`config.mk`:
```
export PLATFORM = sky130hd
export DESIGN_NAME = band_channel_grid_stepper_top
export DESIGN_NICKNAME = d
export VERILOG_FILES = /design/src/bcgs_pkg.sv /design/src/bcgs_front.sv /design/src/bcgs_back.sv /design/src/band_channel_grid_stepper_top.sv
export SDC_FILE = /design/constraint.sdc
export NUM_CORES = 2
export LEC_CHECK = 0
export ABC_AREA = 1
export BUFFER_PORTS_ARGS = -buffer_cell sky130_fd_sc_hd__clkbuf_2
export CORE_MARGIN = 2
export CORE_UTILIZATION = 65
export DETAILED_ROUTE_END_ITERATION = 10
export PLACE_DENSITY = 0.82
export SYNTH_ARGS = -nofsm -noshare
export SYNTH_HDL_FRONTEND = slang
export SYNTH_SLANG_ARGS = --single-unit
```
`constraint.sdc`:
```
create_clock -name clk -period 13.81 [get_ports clk]
set_input_delay 4.143 -clock clk [delete_from_list [all_inputs] [get_ports clk]]
set_output_delay 4.143 -clock clk [all_outputs]
set_load 0.02 [all_outputs]
```
`src/bcgs_pkg.sv`:
```
`default_nettype none
package bcgs_pkg;

  localparam int FreqW  = 17;
  localparam int StepW  = 8;
  localparam int BandW  = 3;
  localparam int RecipW = 25;

  localparam logic [BandW-1:0] BandLw   = 3'd0;
  localparam logic [BandW-1:0] BandMw   = 3'd1;
  localparam logic [BandW-1:0] BandSw   = 3'd2;
  localparam logic [BandW-1:0] BandOirt = 3'd3;
  localparam logic [BandW-1:0] BandFm   = 3'd4;

  localparam logic CfgFmRegion  = 1'b0;
  localparam logic CfgMwSpacing = 1'b1;

  typedef struct packed {
    logic             kind;
    logic [BandW-1:0] band;
    logic [FreqW-1:0] freq;
    logic [StepW-1:0] step;
    logic [FreqW-1:0] lo;
    logic [FreqW-1:0] hi;
    logic             ok;
    logic             in_band;
    logic [BandW-1:0] home;
    logic             found;
  } job_t;

  typedef struct packed {
    logic [FreqW-1:0] lo;
    logic [FreqW-1:0] hi;
  } edges_t;

  function automatic edges_t band_edges(logic [BandW-1:0] b, logic [2:0] reg_fm,
                                        logic mw);
    edges_t e;
    e.lo = '0;
    e.hi = '0;
    unique case (b)
      BandLw: begin e.lo = 17'd144; e.hi = 17'd513; end
      BandMw: begin
        e.lo = mw ? 17'd520 : 17'd522;
        e.hi = mw ? 17'd1720 : 17'd1791;
      end
      BandSw: begin e.lo = 17'd1700; e.hi = 17'd27000; end
      BandOirt: begin e.lo = 17'd65000; e.hi = 17'd74000; end
      BandFm: begin
        e.hi = 17'd108000;
        unique case (reg_fm)
          3'd1: begin e.lo = 17'd76000; e.hi = 17'd95000; end
          3'd2: e.lo = 17'd76000;
          3'd3: e.lo = 17'd87000;
          3'd4: e.lo = 17'd87500;
          default: e.lo = 17'd65000;
        endcase
      end
      default: ;
    endcase
    return e;
  endfunction

  // ceil(2^24 / step): exact floor quotient for any 16-bit dividend
  function automatic logic [RecipW-1:0] step_recip(logic [StepW-1:0] s);
    logic [RecipW-1:0] m;
    unique case (s)
      8'd1:    m = 25'd16777216;
      8'd5:    m = 25'd3355444;
      8'd9:    m = 25'd1864136;
      8'd10:   m = 25'd1677722;
      8'd30:   m = 25'd559241;
      8'd50:   m = 25'd335545;
      8'd100:  m = 25'd167773;
      8'd200:  m = 25'd83887;
      default: m = '0;
    endcase
    return m;
  endfunction

endpackage
`default_nettype wire

```
`src/bcgs_front.sv`:
```
`default_nettype none
module bcgs_front (
  input  wire logic                      clk,
  input  wire logic                      rst_n,
  input  wire logic                      in_valid,
  output logic                           in_stall,
  input  wire logic                      in_kind,
  input  wire logic [bcgs_pkg::BandW-1:0] in_band,
  input  wire logic [bcgs_pkg::FreqW-1:0] in_frequency,
  input  wire logic [bcgs_pkg::StepW-1:0] in_step_size,
  input  wire logic [2:0]                fm_region,
  input  wire logic                      mw_spacing,
  output logic                           q_valid,
  output bcgs_pkg::job_t                 q_job,
  input  wire logic                      q_pop
);
  // two-entry queue to the back end
  bcgs_pkg::job_t mem_r [2];
  logic       wp_r, rp_r;
  logic [1:0] cnt_r;
  bcgs_pkg::job_t j;
  bcgs_pkg::edges_t e;
  logic push;

  always_comb begin
    e = bcgs_pkg::band_edges(in_band, fm_region, mw_spacing);
    j.kind = in_kind;
    j.band = in_band;
    j.freq = in_frequency;
    j.step = in_step_size;
    j.lo = e.lo;
    j.hi = e.hi;
    unique case (in_band)
      bcgs_pkg::BandLw:   j.ok = in_step_size == 8'd1 || in_step_size == 8'd9;
      bcgs_pkg::BandMw:   j.ok = in_step_size == 8'd1 ||
                                 in_step_size == (mw_spacing ? 8'd10 : 8'd9);
      bcgs_pkg::BandSw:   j.ok = in_step_size == 8'd1 || in_step_size == 8'd5;
      bcgs_pkg::BandOirt: j.ok = in_step_size == 8'd10 || in_step_size == 8'd30;
      bcgs_pkg::BandFm:   j.ok = in_step_size == 8'd50 || in_step_size == 8'd100 ||
                                 in_step_size == 8'd200;
      default:            j.ok = 1'b0;
    endcase
    j.in_band = (in_band <= bcgs_pkg::BandFm) && in_frequency >= e.lo &&
                in_frequency <= e.hi;
    j.home = '0;
    j.found = 1'b0;
    for (int b = 4; b >= 0; b--) begin
      bcgs_pkg::edges_t eb;
      eb = bcgs_pkg::band_edges(b[bcgs_pkg::BandW-1:0], fm_region, mw_spacing);
      if (in_frequency >= eb.lo && in_frequency <= eb.hi) begin
        j.home = b[bcgs_pkg::BandW-1:0];
        j.found = 1'b1;
      end
    end
  end

  assign in_stall = cnt_r == 2'd2;
  assign push = in_valid && !in_stall;
  assign q_valid = cnt_r != 2'd0;
  assign q_job = mem_r[rp_r];

  always_ff @(posedge clk) begin
    if (push) mem_r[wp_r] <= j;
  end

  always_ff @(posedge clk) begin
    if (!rst_n) begin
      wp_r <= 1'b0;
      rp_r <= 1'b0;
      cnt_r <= 2'd0;
    end else begin
      if (push) wp_r <= ~wp_r;
      if (q_pop) rp_r <= ~rp_r;
      cnt_r <= cnt_r + {1'b0, push} - {1'b0, q_pop};
    end
  end

  a_cnt: assert property (@(posedge clk) disable iff (!rst_n) cnt_r <= 2'd2)
    else $error("queue count overflow");
  a_pop: assert property (@(posedge clk) disable iff (!rst_n) q_pop |-> q_valid)
    else $error("pop from empty queue");
  a_full: assert property (@(posedge clk) disable iff (!rst_n)
    (cnt_r == 2'd2 && !q_pop) |=> in_stall)
    else $error("full queue not stalling");
endmodule
`default_nettype wire

```
`src/bcgs_back.sv`:
```
`default_nettype none
module bcgs_back (
  input  wire logic                       clk,
  input  wire logic                       rst_n,
  input  wire logic                       q_valid,
  input  bcgs_pkg::job_t                  q_job,
  output logic                            q_pop,
  output logic                            out_valid,
  input  wire logic                       out_stall,
  output logic [bcgs_pkg::FreqW-1:0]      out_new_frequency,
  output logic                            out_step_ok,
  output logic                            out_in_band,
  output logic [bcgs_pkg::BandW-1:0]      out_home_band,
  output logic                            out_home_found
);
  // three phases: reciprocal multiply, grid multiply, select
  bcgs_pkg::job_t job_r;
  logic busy_r;
  logic [1:0] ph_r;
  logic [15:0] off_r, span_r;               // f-lo and hi-lo
  logic [bcgs_pkg::RecipW-1:0] recip_r;
  logic [15:0] qa_r, qb_r;                  // quotients of f-lo and hi-lo
  logic [23:0] pa_r, pb_r;                  // quotients times step
  logic [40:0] prod_a, prod_b;
  logic done, take, rem_zero;
  logic [24:0] lo_x, nx, top, base, below;
  logic [bcgs_pkg::FreqW-1:0] nf;

  assign done = busy_r && ph_r == 2'd2;
  assign take = done && (!out_valid || !out_stall);
  assign q_pop = q_valid && !busy_r;
  assign prod_a = 41'(off_r) * 41'(recip_r);
  assign prod_b = 41'(span_r) * 41'(recip_r);

  always_comb begin
    lo_x = 25'(job_r.lo);
    nx = lo_x + 25'(pa_r) + 25'(job_r.step);
    top = lo_x + 25'(pb_r);
    base = lo_x + 25'(pa_r);
    below = base - 25'(job_r.step);
    rem_zero = pa_r == 24'(off_r);
    nf = job_r.freq;
    if (job_r.ok) begin
      if (!job_r.kind) begin
        if (job_r.freq < job_r.lo || job_r.freq >= job_r.hi) nf = job_r.lo;
        else nf = (nx > 25'(job_r.hi)) ? job_r.lo : nx[bcgs_pkg::FreqW-1:0];
      end else begin
        if (job_r.freq <= job_r.lo || job_r.freq > job_r.hi) nf = top[bcgs_pkg::FreqW-1:0];
        else if (!rem_zero) nf = base[bcgs_pkg::FreqW-1:0];
        else if (qa_r == '0) nf = top[bcgs_pkg::FreqW-1:0];
        else nf = below[bcgs_pkg::FreqW-1:0];
      end
    end
  end

  always_ff @(posedge clk) begin
    if (q_pop) begin
      job_r <= q_job;
      off_r <= 16'(q_job.freq - q_job.lo);
      span_r <= 16'(q_job.hi - q_job.lo);
      recip_r <= bcgs_pkg::step_recip(q_job.step);
    end
    qa_r <= 16'(prod_a >> 24);
    qb_r <= 16'(prod_b >> 24);
    pa_r <= 24'(qa_r) * 24'(job_r.step);
    pb_r <= 24'(qb_r) * 24'(job_r.step);
    if (take) begin
      out_new_frequency <= nf;
      out_step_ok <= job_r.ok;
      out_in_band <= job_r.in_band;
      out_home_band <= job_r.home;
      out_home_found <= job_r.found;
    end
  end

  always_ff @(posedge clk) begin
    if (!rst_n) begin
      busy_r <= 1'b0;
      ph_r <= 2'd0;
      out_valid <= 1'b0;
    end else begin
      if (q_pop) begin
        busy_r <= 1'b1;
        ph_r <= 2'd0;
      end else if (busy_r && !done) begin
        ph_r <= ph_r + 2'd1;
      end else if (take) begin
        busy_r <= 1'b0;
      end
      if (take) out_valid <= 1'b1;
      else if (out_valid && !out_stall) out_valid <= 1'b0;
    end
  end

  a_hold: assert property (@(posedge clk) disable iff (!rst_n)
    (out_valid && out_stall) |=> out_valid)
    else $error("result dropped under stall");
  a_keep: assert property (@(posedge clk) disable iff (!rst_n)
    (out_valid && out_stall) |=> $stable(out_new_frequency))
    else $error("result changed under stall");
  a_busy: assert property (@(posedge clk) disable iff (!rst_n)
    q_pop |=> busy_r && ph_r == 2'd0)
    else $error("job not started");
  a_ph: assert property (@(posedge clk) disable iff (!rst_n)
    ph_r <= 2'd2)
    else $error("phase count overrun");
endmodule
`default_nettype wire

```
`src/band_channel_grid_stepper_top.sv`:
```
`default_nettype none
// channel | handshake      | payload
// in      | valid / stall  | kind, band, frequency, step_size
// out     | valid / stall  | new_frequency, step_ok, in_band, home_band, home_found
// cfg     | valid / ready  | index, data (0 fm_region, 1 mw_spacing)
// An accepted item leaves the queue, then passes reciprocal multiply, grid
// multiply and select in the back end. The back end takes a new item only
// once its last result is taken; a two-entry queue lets the front accept back
// to back while the back end works or its result stalls, until it is full.
// Synchronous active-low reset empties queue and output; fm_region resets
// to 4, mw_spacing to 0.
module band_channel_grid_stepper_top (
  input  wire logic                       clk,
  input  wire logic                       rst_n,
  input  wire logic                       in_valid,
  output logic                            in_stall,
  input  wire logic                       in_kind,
  input  wire logic [bcgs_pkg::BandW-1:0] in_band,
  input  wire logic [bcgs_pkg::FreqW-1:0] in_frequency,
  input  wire logic [bcgs_pkg::StepW-1:0] in_step_size,
  output logic                            out_valid,
  input  wire logic                       out_stall,
  output logic [bcgs_pkg::FreqW-1:0]      out_new_frequency,
  output logic                            out_step_ok,
  output logic                            out_in_band,
  output logic [bcgs_pkg::BandW-1:0]      out_home_band,
  output logic                            out_home_found,
  input  wire logic                       cfg_valid,
  output logic                            cfg_ready,
  input  wire logic                       cfg_index,
  input  wire logic [2:0]                 cfg_data
);
  logic [2:0] fm_region_r;
  logic mw_spacing_r;
  logic q_valid, q_pop;
  bcgs_pkg::job_t q_job;

  assign cfg_ready = 1'b1;

  always_ff @(posedge clk) begin
    if (!rst_n) begin
      fm_region_r <= 3'd4;
      mw_spacing_r <= 1'b0;
    end else if (cfg_valid) begin
      unique case (cfg_index)
        bcgs_pkg::CfgFmRegion:  fm_region_r <= cfg_data;
        bcgs_pkg::CfgMwSpacing: mw_spacing_r <= cfg_data[0];
      endcase
    end
  end

  bcgs_front u_front (
    .clk, .rst_n, .in_valid, .in_stall, .in_kind, .in_band, .in_frequency,
    .in_step_size, .fm_region(fm_region_r), .mw_spacing(mw_spacing_r),
    .q_valid, .q_job, .q_pop
  );

  bcgs_back u_back (
    .clk, .rst_n, .q_valid, .q_job, .q_pop, .out_valid, .out_stall,
    .out_new_frequency, .out_step_ok, .out_in_band, .out_home_band,
    .out_home_found
  );
endmodule
`default_nettype wire

```
==> qor.yml <==
grt_max_degree: 65
cts_setup_buffers: 0
drc: 0
path_common_cell: "fa_1"
gr-total-overflow: 0
slew_headroom_pct: 3.68
syn_to_final_growth_pct: 5.13
ant_nets: 0
dieArea_um2: 79000
critPathKind: "reg -> reg"
cp_max_fo: 23
drive_above_1_share_pct: 4.91
post-route-min-period_ns: 6.78
io_buffers: 62
crit_arrival_ns: 7.24
hp-class: "reg -> reg"
ys_seq_elements: 332
netlist_top_cells_count: "inv_1 (1652), nand2_1 (1501), fa_1 (712)"
synth_top_area_share_pct: 28.6
htreeDepth: 2
cts_tree: "yes"
status: "finished, final reports clean"
synth_area_um2: 49900
clkSlewWorstSetupHoldPaths_ns: 0.07
diodes: 0
end_kind: "register"
first_pass_iters: 8
antenna_found_initial: 0
min_from: "u_back.job_r[3]"
num_vias: 40300
avgSynthCellArea_um2: 8.04
grt_first_pass_wirelength_mm: 211
synth_edf_count: 246
finalHoldViolations: 0
path_cells: "nand2_1 > fa_1 > inv_1 > fa_1 > inv_1 > fa_1 > inv_1 > fa_1 > fa_1 > inv_1 > fa_1 > inv_1 > ha_1 > nand2_1 > nand2_1 > a21oi_1 > o221a_2 > o311ai_0 > a21o_1 > a21oi_1 > xor2_1"
fin_setup_tns_ns: 0
via_per_inst: 5.59
setup_violations: 0
yosysWarnings: 0
synthFlopType: "edfxtp_1"
crit_family: "adder cells"
start_util_pct: 65.7
cp-startpoint: "u_back.span_r[4]"
cap_violations: 0
boundaryPins: 64
skew_ns: 0.0309
yosysMostFrequentCell: "inv_1"
dieWidth_um: 281
grt_pass1_vias: 41800
critPathMaxStageDelay_ns: 1.24
r2r-start: "u_back.span_r[4]"
gp_congestion: 0.986
clock_latency_ns: 0.59
cts-root-buf: "clkbuf_16"
cp_num_buf_inv: 5
wl_per_cell_um: 18.0
place_hpwl_mm: 96.8
cts.sink_count: 332
rsz0062_at_grt: "no"
fin_nets: 7396
clockBufferDepth: 3
worstMarginPinSlew_ns: 1.44
synth_area_leader_cell: "fa_1"
netlist_instances: 6204
wl_mm: 129
slowest_stage: "edfxtp_1"
drtIter0Drc: 3643
synth_seq_area_share_pct: 18.3
synth_cell_types: 67
cts_hold_buf: 0
max_freq_ghz: 0.147
cp_data_required_time_ns: 14.27
critPathLaunchType: "register"
cts_buffers: 35
cts_resized: 0
fillers: 5932
fp-row-count: 101
period_share_pct: 49.1
finalMaxSlewViolations: 0
post_synth_main_area_contributors: "fa_1 (29%), edfxtp_1 (15%), ha_1 (12%)"
core-area_um2: 75900
grt_usage_pct: 34.0
die_y_um: 281
async_flop_share_pct: 0
==> placed cells by master (no fill, tap or decap), drive strengths merged, types with 13 or more instances in the layout <==
master     n
mux2      36
ha       497
inv     1668
nand3b    13
clkbuf   102
a21oi    254
edfxtp   246
nor2     249
buf       67
dfxtp     86
nand2   1530
fa       712
xnor2     42
o21a      15
nor3      44
a31oi     20
o21bai    18
xor2     122
nand4     41
o21ai    137
nand3    149
==> cell families (layout without fill, tap and decap cells) <==
kind of cell               Yosys count  after routing  share of synthesized area, %
AOI/OAI and AO/OA                  519            519                          5.89
xor gates and xnor gates           164            164                          2.88
adders and majority gates         1209           1209                          41.0
buffers and inverters             1888           1859                          14.3
DFF                                332            332                          18.3
muxes                               37             37                         0.832
other                                1              2                       0.00751
and+or+nand+nor                   2054           2054                          16.9
==> stage by stage <==
| stage | utilization (%) | cells | hold slack [ns] | area, um^2 | setup WS, ns |
|---|---|---|---|---|---|
| 6_report | 69.1 | 7206 | 0.422 | 52500 | 7.03 |
| 5_1_grt | 69.1 | 7206 | 0.428 | 52500 | 6.75 |
| 4_1_cts | 69.1 | 7206 | 0.420 | 52500 | 7.22 |
| 3_5_place_dp | 67.4 | 7142 | 0.412 | 51200 | 6.77 |
| 3_3_place_gp | 67.4 | 7142 | 0.408 | 51200 | 6.77 |
| 2_1_floorplan | - | 6205 | 0.400 | 49900 | 6.41 |
==> per-layer routing <==
layer / track usage (%) / up-vias / share of wire, %
li1: - / 18500 / -
met2: 56.3 / 2018 / 47
met4: 14.0 / 0 / 4.6
met3: 7.12 / 452 / 10
met1: 43.7 / 19300 / 39
met5: 0 / - / 0
==> sequential cells by signal (all words and copies together), names as in the netlist, 2 cells and up, named ones only <==
register and cells:
fm_region_r 3, u_back.job_r 55, u_back.off_r 16, u_back.out_home_band 3, u_back.out_new_frequency 17, u_back.pa_r 24
u_back.pb_r 17, u_back.ph_r 2, u_back.qa_r 16, u_back.qb_r 16, u_back.recip_r 23, u_back.span_r 15
u_front.cnt_r 2, u_front.mem_r 114
==> final cells by class <==
class,count,area [um^2],area share (%)
Multi-Input combinational cell,3985,33700,64.3
Clock inverter,24,360,0.687
Sequential cell,332,9110,17.4
Tap cell,1030,1290,2.46
Inverter,1666,6250,11.9
Timing Repair Buffer,129,813,1.55
Clock buffer,40,925,1.76
==> final timing paths <==
check | to | slack (ns) | depth (start not counted)
setup reg to reg | u_back.qb_r[14] | 7.03 | 21
hold reg to reg | u_back.out_home_band[2] | 0.42 | 0
setup / recovery | u_back.qb_r[14] | 7.03 | 21
hold / removal | u_back.out_home_band[2] | 0.42 | 0
Power is not shown: default switching activity piles up to over one toggle a cycle in this logic, so the estimate is an artifact.
